===== config.mk =====
export PLATFORM = sky130hd
export DESIGN_NAME = scan_and_obstacle_avoid_nav_top
export DESIGN_NICKNAME = d
export VERILOG_FILES = /design/src/rtl/saon_pkg.sv /design/src/rtl/saon_sweep.sv /design/src/rtl/saon_nav.sv /design/src/rtl/scan_and_obstacle_avoid_nav_top.sv
export SDC_FILE = /design/constraint.sdc
export NUM_CORES = 1
export LEC_CHECK = 0
export BUFFER_PORTS_ARGS = -buffer_cell sky130_fd_sc_hd__buf_2
export CAP_MARGIN = 10
export CORE_ASPECT_RATIO = 0.7
export CORE_UTILIZATION = 40
export CTS_CLUSTER_SIZE = 28
export DETAILED_ROUTE_END_ITERATION = 12
export PLACE_DENSITY = 0.58
export SLEW_MARGIN = 20
export SYNTH_ARGS = -nofsm -noshare
export SYNTH_HDL_FRONTEND = slang
export SYNTH_SLANG_ARGS = --single-unit

===== constraint.sdc =====
create_clock -name clk -period 3.6 [get_ports clk]
set_clock_uncertainty 0.1 [all_clocks]
set_input_delay 0.18 -clock clk [delete_from_list [all_inputs] [get_ports clk]]
set_output_delay 0.18 -clock clk [all_outputs]
set_load 0.05 [all_outputs]

===== src/rtl/saon_pkg.sv =====
package saon_pkg;

  localparam int DIST_W  = 13;
  localparam int SPEED_W = 10;
  localparam int STEER_W = 11;
  localparam int TICKS_W = 8;
  localparam int LIN_W   = 11;
  localparam int ANG_W   = 12;
  localparam int ANGLE_W = 11;
  localparam int PHASE_W = 2;
  localparam int CFG_IDX_W  = 3;
  localparam int CFG_DATA_W = 13;

  localparam logic [CFG_IDX_W-1:0] REG_THRESHOLD = 3'd0;
  localparam logic [CFG_IDX_W-1:0] REG_SPEED     = 3'd1;
  localparam logic [CFG_IDX_W-1:0] REG_STEER     = 3'd2;
  localparam logic [CFG_IDX_W-1:0] REG_REV_TICKS = 3'd3;
  localparam logic [CFG_IDX_W-1:0] REG_TRN_TICKS = 3'd4;

  localparam logic [DIST_W-1:0]         RST_THRESHOLD = 13'd300;
  localparam logic [SPEED_W-1:0]        RST_SPEED     = 10'd200;
  localparam logic signed [STEER_W-1:0] RST_STEER     = 11'sd300;
  localparam logic [TICKS_W-1:0]        RST_REV_TICKS = 8'd10;
  localparam logic [TICKS_W-1:0]        RST_TRN_TICKS = 8'd15;

  localparam logic [ANGLE_W-1:0] TILT_LO  = 11'd600;
  localparam logic [ANGLE_W-1:0] TILT_HI  = 11'd1100;
  localparam logic [ANGLE_W-1:0] TILT_INC = 11'd3;
  localparam logic [ANGLE_W-1:0] PAN_LO   = 11'd450;
  localparam logic [ANGLE_W-1:0] PAN_HI   = 11'd1350;
  localparam logic [ANGLE_W-1:0] PAN_INC  = 11'd15;
  localparam logic [ANGLE_W-1:0] SWEEP_HOME = 11'd900;

  localparam logic [PHASE_W-1:0] PH_CODE_IDLE    = 2'd0;
  localparam logic [PHASE_W-1:0] PH_CODE_REVERSE = 2'd1;
  localparam logic [PHASE_W-1:0] PH_CODE_TURN    = 2'd2;

  typedef enum logic [2:0] {
    PH_IDLE    = 3'b001,
    PH_REVERSE = 3'b010,
    PH_TURN    = 3'b100
  } phase_t;

  typedef struct packed {
    logic [DIST_W-1:0]         threshold;
    logic [SPEED_W-1:0]        speed;
    logic signed [STEER_W-1:0] steer;
    logic [TICKS_W-1:0]        rev_ticks;
    logic [TICKS_W-1:0]        trn_ticks;
  } cfg_t;

endpackage


===== src/rtl/saon_sweep.sv =====
module saon_sweep
  import saon_pkg::*;
#(
  parameter logic [ANGLE_W-1:0] STEP     = TILT_INC,
  parameter logic [ANGLE_W-1:0] LO       = TILT_LO,
  parameter logic [ANGLE_W-1:0] HI       = TILT_HI,
  parameter logic               RESET_UP = 1'b0
) (
  input  logic               clk,
  input  logic               rst_n,
  input  logic               advance,
  output logic [ANGLE_W-1:0] pos_nxt
);

  logic [ANGLE_W-1:0] pos_r;
  logic               up_r;
  logic               up_nxt;

  always_comb begin
    pos_nxt = up_r ? (pos_r + STEP) : (pos_r - STEP);
    up_nxt  = up_r;
    if (pos_nxt >= HI) up_nxt = 1'b0;
    if (pos_nxt <= LO) up_nxt = 1'b1;
  end

  always_ff @(posedge clk) begin
    if (!rst_n) begin
      pos_r <= SWEEP_HOME;
      up_r  <= RESET_UP;
    end else if (advance) begin
      pos_r <= pos_nxt;
      up_r  <= up_nxt;
    end
  end

  // a sweep may overshoot a bound by less than one step
  a_pos_range: assert property (@(posedge clk) disable iff (!rst_n)
    (pos_r + STEP > LO) && (pos_r < HI + STEP))
    else $error("sweep position left its bounds");

endmodule


===== src/rtl/saon_nav.sv =====
module saon_nav
  import saon_pkg::*;
#(
  parameter int COUNTER_BITS = 8
) (
  input  logic                     clk,
  input  logic                     rst_n,
  input  logic                     advance,
  input  logic                     clear,
  input  logic [DIST_W-1:0]        range_mm,
  input  cfg_t                     cfg,
  output logic signed [LIN_W-1:0]  lin,
  output logic signed [ANG_W-1:0]  ang,
  output logic [PHASE_W-1:0]       phase_code
);

  localparam int LW = (COUNTER_BITS > TICKS_W) ? COUNTER_BITS : TICKS_W;
  localparam logic [COUNTER_BITS-1:0] CNT_MAX = {COUNTER_BITS{1'b1}};

  phase_t                  phase_r, phase_nxt, phase_cur;
  logic [COUNTER_BITS-1:0] cnt_r, cnt_nxt, cnt_cur, cnt_dec;
  logic [COUNTER_BITS-1:0] rev_load, trn_load;
  logic signed [LIN_W-1:0] spd_pos, spd_neg;
  logic signed [ANG_W-1:0] steer_pos, steer_neg, steer_dbl;
  logic signed [12:0]      steer13, dbl13;

  // saturate 8-bit tick counts to the counter width
  function automatic logic [COUNTER_BITS-1:0] sat_load(input logic [TICKS_W-1:0] v);
    logic [LW-1:0] ext;
    ext = LW'(v);
    return (ext > LW'(CNT_MAX)) ? CNT_MAX : COUNTER_BITS'(ext);
  endfunction

  always_comb begin
    rev_load  = sat_load(cfg.rev_ticks);
    trn_load  = sat_load(cfg.trn_ticks);
    spd_pos   = signed'(LIN_W'(cfg.speed));
    spd_neg   = -spd_pos;
    steer_pos = ANG_W'(cfg.steer);
    steer_neg = -steer_pos;
    steer13   = 13'(cfg.steer);
    dbl13     = -(steer13 <<< 1);
    steer_dbl = (dbl13 > 13'sd2047) ? 12'sd2047 : dbl13[ANG_W-1:0];
  end

  always_comb begin
    phase_cur = clear ? PH_IDLE : phase_r;
    cnt_cur   = clear ? '0 : cnt_r;
    cnt_dec   = (cnt_cur != '0) ? (cnt_cur - 1'b1) : '0;
    phase_nxt = phase_cur;
    cnt_nxt   = cnt_cur;
    lin       = spd_pos;
    ang       = steer_pos;
    case (phase_cur)
      PH_REVERSE: begin
        lin     = spd_neg;
        ang     = steer_neg;
        cnt_nxt = cnt_dec;
        if (cnt_dec == '0) begin
          phase_nxt = PH_TURN;
          cnt_nxt   = trn_load;
        end
      end
      PH_TURN: begin
        lin     = spd_pos;
        ang     = steer_dbl;
        cnt_nxt = cnt_dec;
        if (cnt_dec == '0) phase_nxt = PH_IDLE;
      end
      default: begin
        if (range_mm < cfg.threshold) begin
          phase_nxt = PH_REVERSE;
          cnt_nxt   = rev_load;
          lin       = spd_neg;
          ang       = steer_neg;
        end else begin
          phase_nxt = PH_IDLE;
        end
      end
    endcase
    case (phase_nxt)
      PH_REVERSE: phase_code = PH_CODE_REVERSE;
      PH_TURN:    phase_code = PH_CODE_TURN;
      default:    phase_code = PH_CODE_IDLE;
    endcase
  end

  always_ff @(posedge clk) begin
    if (!rst_n) begin
      phase_r <= PH_IDLE;
      cnt_r   <= '0;
    end else if (advance) begin
      phase_r <= phase_nxt;
      cnt_r   <= cnt_nxt;
    end
  end

  a_idle_cnt_zero: assert property (@(posedge clk) disable iff (!rst_n)
    (phase_r == PH_IDLE) |-> (cnt_r == '0))
    else $error("counter nonzero while idle");

  a_turn_ends: assert property (@(posedge clk) disable iff (!rst_n)
    (advance && !clear && (phase_r == PH_TURN) && (cnt_r <= 1)) |=> (phase_r == PH_IDLE))
    else $error("turn phase did not end when counter ran out");

endmodule


===== src/rtl/scan_and_obstacle_avoid_nav_top.sv =====
// scan and obstacle avoid navigation tick engine
//
// input channel (in_valid/in_ready): one request per control tick, carrying a
// distance reading and a clear flag that aborts any avoidance maneuver.
// result channel (out_valid/out_ready): one result per request with drive
// speed, steer, tilt and pan servo angles and the avoidance phase after the
// tick. configuration (cfg_we/cfg_index/cfg_wdata) is to be written only while
// idle, by the user; the block itself does not enforce this.
// a request is captured in an input register, is evaluated by the phase
// controller and the two sweep generators, and lands in the output register;
// throughput is one request per cycle while the receiver does not stall. the
// state of the controller and sweeps advances only when a request moves into
// the output register.
// a stalled receiver holds the output register; the input register still
// takes one more request, after which in_ready drops until out_ready returns.
// synchronous reset restores the default configuration, idle phase, both
// servos at 90.0 degrees, tilt heading down and pan heading up.
module scan_and_obstacle_avoid_nav_top
  import saon_pkg::*;
#(
  parameter int COUNTER_BITS = 8
) (
  input  logic                       clk,
  input  logic                       rst_n,
  input  logic                       in_valid,
  output logic                       in_ready,
  input  logic [DIST_W-1:0]          in_distance_mm,
  input  logic                       in_clear_avoid,
  output logic                       out_valid,
  input  logic                       out_ready,
  output logic signed [LIN_W-1:0]    out_linear_velocity,
  output logic signed [ANG_W-1:0]    out_angular_velocity,
  output logic [ANGLE_W-1:0]         out_tilt_angle,
  output logic [ANGLE_W-1:0]         out_pan_angle,
  output logic [PHASE_W-1:0]         out_avoid_phase,
  input  logic                       cfg_we,
  input  logic [CFG_IDX_W-1:0]       cfg_index,
  input  logic [CFG_DATA_W-1:0]      cfg_wdata
);

  cfg_t                    cfg_r;
  logic                    s0_valid_r;
  logic [DIST_W-1:0]       s0_dist_r;
  logic                    s0_clear_r;
  logic                    out_valid_r;
  logic signed [LIN_W-1:0] lin_r;
  logic signed [ANG_W-1:0] ang_r;
  logic [ANGLE_W-1:0]      tilt_r, pan_r;
  logic [PHASE_W-1:0]      phase_code_r;
  logic                    advance;
  logic signed [LIN_W-1:0] lin_nxt;
  logic signed [ANG_W-1:0] ang_nxt;
  logic [ANGLE_W-1:0]      tilt_nxt, pan_nxt;
  logic [PHASE_W-1:0]      phase_code_nxt;

  assign advance  = s0_valid_r && (!out_valid_r || out_ready);
  assign in_ready = !s0_valid_r || advance;

  always_ff @(posedge clk) begin
    if (!rst_n) begin
      cfg_r.threshold <= RST_THRESHOLD;
      cfg_r.speed     <= RST_SPEED;
      cfg_r.steer     <= RST_STEER;
      cfg_r.rev_ticks <= RST_REV_TICKS;
      cfg_r.trn_ticks <= RST_TRN_TICKS;
    end else if (cfg_we) begin
      case (cfg_index)
        REG_THRESHOLD: cfg_r.threshold <= cfg_wdata;
        REG_SPEED:     cfg_r.speed     <= cfg_wdata[SPEED_W-1:0];
        REG_STEER:     cfg_r.steer     <= signed'(cfg_wdata[STEER_W-1:0]);
        REG_REV_TICKS: cfg_r.rev_ticks <= cfg_wdata[TICKS_W-1:0];
        REG_TRN_TICKS: cfg_r.trn_ticks <= cfg_wdata[TICKS_W-1:0];
        default: ;
      endcase
    end
  end

  always_ff @(posedge clk) begin
    if (!rst_n) begin
      s0_valid_r <= 1'b0;
    end else if (in_ready) begin
      s0_valid_r <= in_valid;
    end
  end

  always_ff @(posedge clk) begin
    if (in_ready && in_valid) begin
      s0_dist_r  <= in_distance_mm;
      s0_clear_r <= in_clear_avoid;
    end
  end

  saon_nav #(.COUNTER_BITS(COUNTER_BITS)) u_nav (
    .clk        (clk),
    .rst_n      (rst_n),
    .advance    (advance),
    .clear      (s0_clear_r),
    .range_mm   (s0_dist_r),
    .cfg        (cfg_r),
    .lin        (lin_nxt),
    .ang        (ang_nxt),
    .phase_code (phase_code_nxt)
  );

  saon_sweep #(.STEP(TILT_INC), .LO(TILT_LO), .HI(TILT_HI), .RESET_UP(1'b0)) u_tilt (
    .clk     (clk),
    .rst_n   (rst_n),
    .advance (advance),
    .pos_nxt (tilt_nxt)
  );

  saon_sweep #(.STEP(PAN_INC), .LO(PAN_LO), .HI(PAN_HI), .RESET_UP(1'b1)) u_pan (
    .clk     (clk),
    .rst_n   (rst_n),
    .advance (advance),
    .pos_nxt (pan_nxt)
  );

  always_ff @(posedge clk) begin
    if (!rst_n) begin
      out_valid_r <= 1'b0;
    end else if (advance) begin
      out_valid_r <= 1'b1;
    end else if (out_ready) begin
      out_valid_r <= 1'b0;
    end
  end

  always_ff @(posedge clk) begin
    if (advance) begin
      lin_r        <= lin_nxt;
      ang_r        <= ang_nxt;
      tilt_r       <= tilt_nxt;
      pan_r        <= pan_nxt;
      phase_code_r <= phase_code_nxt;
    end
  end

  assign out_valid            = out_valid_r;
  assign out_linear_velocity  = lin_r;
  assign out_angular_velocity = ang_r;
  assign out_tilt_angle       = tilt_r;
  assign out_pan_angle        = pan_r;
  assign out_avoid_phase      = phase_code_r;

  a_no_drop: assert property (@(posedge clk) disable iff (!rst_n)
    (s0_valid_r && !advance) |=> s0_valid_r)
    else $error("pending request lost from input register");

  a_stall_only_full: assert property (@(posedge clk) disable iff (!rst_n)
    !in_ready |-> (s0_valid_r && out_valid_r && !out_ready))
    else $error("input stalled while pipeline had room");

endmodule


==> impl_metrics.tcl <==
set metrics [dict create \
    tightest_slew_ns 0.8450 \
    clkTransAtPathRegs_ns 0.06 \
    synth_warnings 0 \
    clock_latency_ns 0.43 \
    power.internal_mw 3.698 \
    async_flop_share 0 \
    holdBufCountCts 30 \
    switching_share 0.3524 \
    place_hpwl_mm 13.12 \
    syn_nets 916 \
    drt_pass1_iterations 6 \
    avgRoutedWirePerCell_um 15.38 \
    ant_nets 0 \
    drv_slew 0 \
    initial_core_util 0.4096 \
    power_frac_seq 0.355 \
    post_cts_resized 0 \
    synthCells 844 \
    htree_levels 4 \
    path_class "flop to flop" \
    path_cells "inv_1 > ha_1 > nand2_1 > or3b_2 > a31o_2 > xnor2_1 > nor4_1 > nor3_1 > o21ai_0" \
    period_share 0.8288 \
    grt.total_usage 0.1947 \
    cp_num_buf_inv 1 \
    outcome "finished clean" \
    holdWs_ns 0.1982 \
    cts_root_buffer "clkbuf_16" \
    drt-initial-drc-count 533 \
    ys.flop_type "dfxtp_1" \
    fmax_mhz 335.1 \
    clkPwrFrac 0.331 \
    io_buffers 83 \
    slowest_stage "ha_1" \
    rsz0062_at_grt "no" \
    seq_area_sq_mm 0.003573 \
    gp_congestion 0.8507 \
    cts_buffer_depth 2 \
    fin_nets 1016 \
    reg2reg_from "u_tilt.up_r$_SDFFE_PN0P_" \
    post-route-drc-count 0 \
    nFillCells 1755 \
    syn_area_sq_mm 0.007771 \
    drt_wl_total_mm 18.79 \
    numCtsBuffers 17 \
    coreArea_sq_mm 0.01897 \
    p_comb_frac 0.314 \
    finalSetupViolCount 0 \
    critPathLaunchType "flop" \
    hold_violations 0 \
    critPathArrivalTime_ns 3.23 \
    r2r_slack_ns 0.62 \
    grt_pass1_wl_mm 30.47 \
    ir_drop_v 0.0002800 \
    ys_types 70 \
    critical_path.top_delay_family "simple AND/OR/NAND/NOR gates" \
    min-delay-start "cfg_index[1]" \
    viasPerCell 5.179 \
    min_period_ns 2.984 \
    hp-class "input port to flop" \
    power.switching_mw 2.012 \
    cts_setup_buffers 0 \
    antenna_cells 0 \
    die_x_um 168.6 \
    p_per_area_mw_per_mm2 610.4 \
    drv_cap 0 \
    r2r_end "u_tilt.up_r$_SDFFE_PN0P_" \
    syn_to_final_growth_pct 20.38 \
    grt_pass1_vias 5677 \
    slowest_delay_ns 0.47 \
    synth_edf_count 61 \
    grt_max_degree 44 \
    layout-drive-gt1-share 0.1609 \
    leakage_nw 3.722 \
    ys_seq_area_frac 0.4598 \
    routed-via-count 6323 \
    cts_tree "built" \
    setup_tns_ns 0 \
    rows 42 \
    min_to "cfg_r[31]$_SDFFE_PN0P_" \
    synth.avg_cell_area_sq_um 9.208 \
    multi_input_area_sq_mm 0.003881 \
    relSlewSlack 0.4346 \
    end_kind "flop" \
    worst-r2r-cell-count 9 \
    die-area_sq_mm 0.02000 \
    ys_seq_elements 148 \
    cts.sinks 148 \
    io_pins 84 \
    antenna_found_initial 0 \
    critical_path_required_ns 3.85 \
    crit_fanout 10 \
    die_y_um 118.6 \
    grt.overflow.total 0 \
    hold_depth 4 \
]
placed cells by master, fill, tap and decap left out, drive strengths merged, types with 5 or more instances in the layout:
master,count
dlygate4sd3,30
nor2b,14
buf,93
a21boi,42
nand2,160
nand3,29
nand4,7
a211oi,8
inv,45
a21o,13
and3,7
o31ai,5
o21ai,39
xor2,22
ha,35
nor3,16
nor4,5
a31oi,9
edfxtp,61
or3,6
nand2b,8
a21oi,30
and2,6
nor2,41
o211ai,13
xnor2,21
dfxtp,87
clkbuf,17
or2,5
a221oi,14
mux2,6
cell usage after synthesis, types with 3 or more instances:
master | count | share of area
and3_1 | 7 | 0.0056
nand3_1 | 29 | 0.019
xor2_1 | 22 | 0.025
mux2i_1 | 4 | 0.0052
a21o_1 | 13 | 0.013
clkbuf_1 | 36 | 0.017
o211ai_1 | 13 | 0.013
nor2_1 | 40 | 0.019
ha_1 | 35 | 0.056
a21oi_1 | 30 | 0.019
a31oi_1 | 9 | 0.0072
inv_1 | 38 | 0.018
o31ai_1 | 5 | 0.0048
xnor2_1 | 21 | 0.024
dfxtp_1 | 87 | 0.22
or2_2 | 5 | 0.0040
o211a_1 | 3 | 0.0039
nand2_1 | 160 | 0.077
or3_1 | 4 | 0.0032
a31o_2 | 3 | 0.0034
edfxtp_1 | 61 | 0.24
and2_1 | 6 | 0.0048
buf_2 | 4 | 0.0026
nor3_1 | 16 | 0.010
nand2b_1 | 8 | 0.0064
nor4_1 | 5 | 0.0040
o21ai_0 | 36 | 0.023
o21a_1 | 4 | 0.0039
nor2b_1 | 14 | 0.011
mux2_2 | 6 | 0.0087
a211oi_1 | 8 | 0.0077
a21boi_0 | 42 | 0.041
nand4_1 | 7 | 0.0056
a211o_1 | 3 | 0.0034
o311ai_0 | 3 | 0.0034
a221oi_1 | 13 | 0.015
sequential cells by signal, indices dropped and copies added (netlist names), 2 cells and up:
signal,flops
cfg_r,50
u_tilt.pos_r,11
out_linear_velocity,11
out_tilt_angle,11
out_angular_velocity,12
u_nav.phase_r,3
u_pan.pos_r,11
s0_dist_r,13
out_avoid_phase,2
out_pan_angle,11
u_nav.cnt_r,8
how the worst max path moves through the flow:
stage,startpoint,end,slack (ns),cells after the start
2_1_floorplan,out_valid$_SDFFE_PN0P_,out_angular_velocity[0]$_DFFE_PP_,0.48,5
3_3_place_gp,u_pan.up_r$_SDFFE_PN1P_,u_pan.up_r$_SDFFE_PN1P_,0.72,9
3_5_place_dp,u_pan.up_r$_SDFFE_PN1P_,u_pan.up_r$_SDFFE_PN1P_,0.63,9
4_1_cts,u_pan.up_r$_SDFFE_PN1P_,u_pan.up_r$_SDFFE_PN1P_,0.63,9
5_1_grt,u_pan.up_r$_SDFFE_PN1P_,u_pan.up_r$_SDFFE_PN1P_,0.35,9
6_report,u_tilt.up_r$_SDFFE_PN0P_,u_tilt.up_r$_SDFFE_PN0P_,0.62,9
kinds of logic after synthesis:
| logic type | Yosys count | share of synthesized area |
|---|---|---|
| xor gates and xnor gates | 43 | 0.04846 |
| DFF | 148 | 0.4598 |
| adders and majority gates | 37 | 0.06150 |
| AOI/OAI and AO/OA | 203 | 0.1808 |
| muxes | 10 | 0.01385 |
| buffers and inverters | 81 | 0.04073 |
| and+or+nand+nor | 322 | 0.1948 |
per-layer routing:
| layer | track usage | wire (um) |
|---|---|---|
| met3 | 0.03550 | 898 |
| met2 | 0.2622 | 7569 |
| met4 | 0.05852 | 173 |
| met1 | 0.3074 | 10140 |
| met5 | 0 | 0 |
layout make-up:
class / instances / share of cell area
Inverter: 39 / 0.01578
Tap cell: 264 / 0.03531
Multi-Input combinational cell: 615 / 0.4149
Timing Repair Buffer: 123 / 0.08586
Clock inverter: 15 / 0.02073
Clock buffer: 17 / 0.04547
Sequential cell: 148 / 0.3820
tightest hold or removal path, cell delays in order:
cell and delay [ns]:
buf_2 0.15, nor2_1 0.17, nand2_1 0.11, a21boi_0 0.06
power groups by stage:
stage	combinational (mW)	sequential (mW)	clock (mW)
after floorplan	1.11	2.29	0
after global placement	1.74	2.07	0
after detailed placement	1.74	2.06	0
after CTS	1.78	2.03	1.93
after global routing	1.98	2.04	1.99
final	1.79	2.03	1.89
stage by stage:
| stage | util | cells | total power [mW] | instance area, sq um | setup slack (ns) |
|---|---|---|---|---|---|
| 4_1_cts | 0.4931 | 1221 | 5.732 | 9355 | 0.6251 |
| 5_1_grt | 0.4931 | 1221 | 6.011 | 9355 | 0.3523 |
| 2_1_floorplan | - | 844 | 3.396 | 7771 | 0.4791 |
| 6_report | 0.4931 | 1221 | 5.710 | 9355 | 0.6162 |
| 3_3_place_gp | 0.4447 | 1159 | 3.803 | 8436 | 0.7171 |
| 3_5_place_dp | 0.4447 | 1159 | 3.804 | 8436 | 0.6276 |
(Power assumes the default switching activity.)
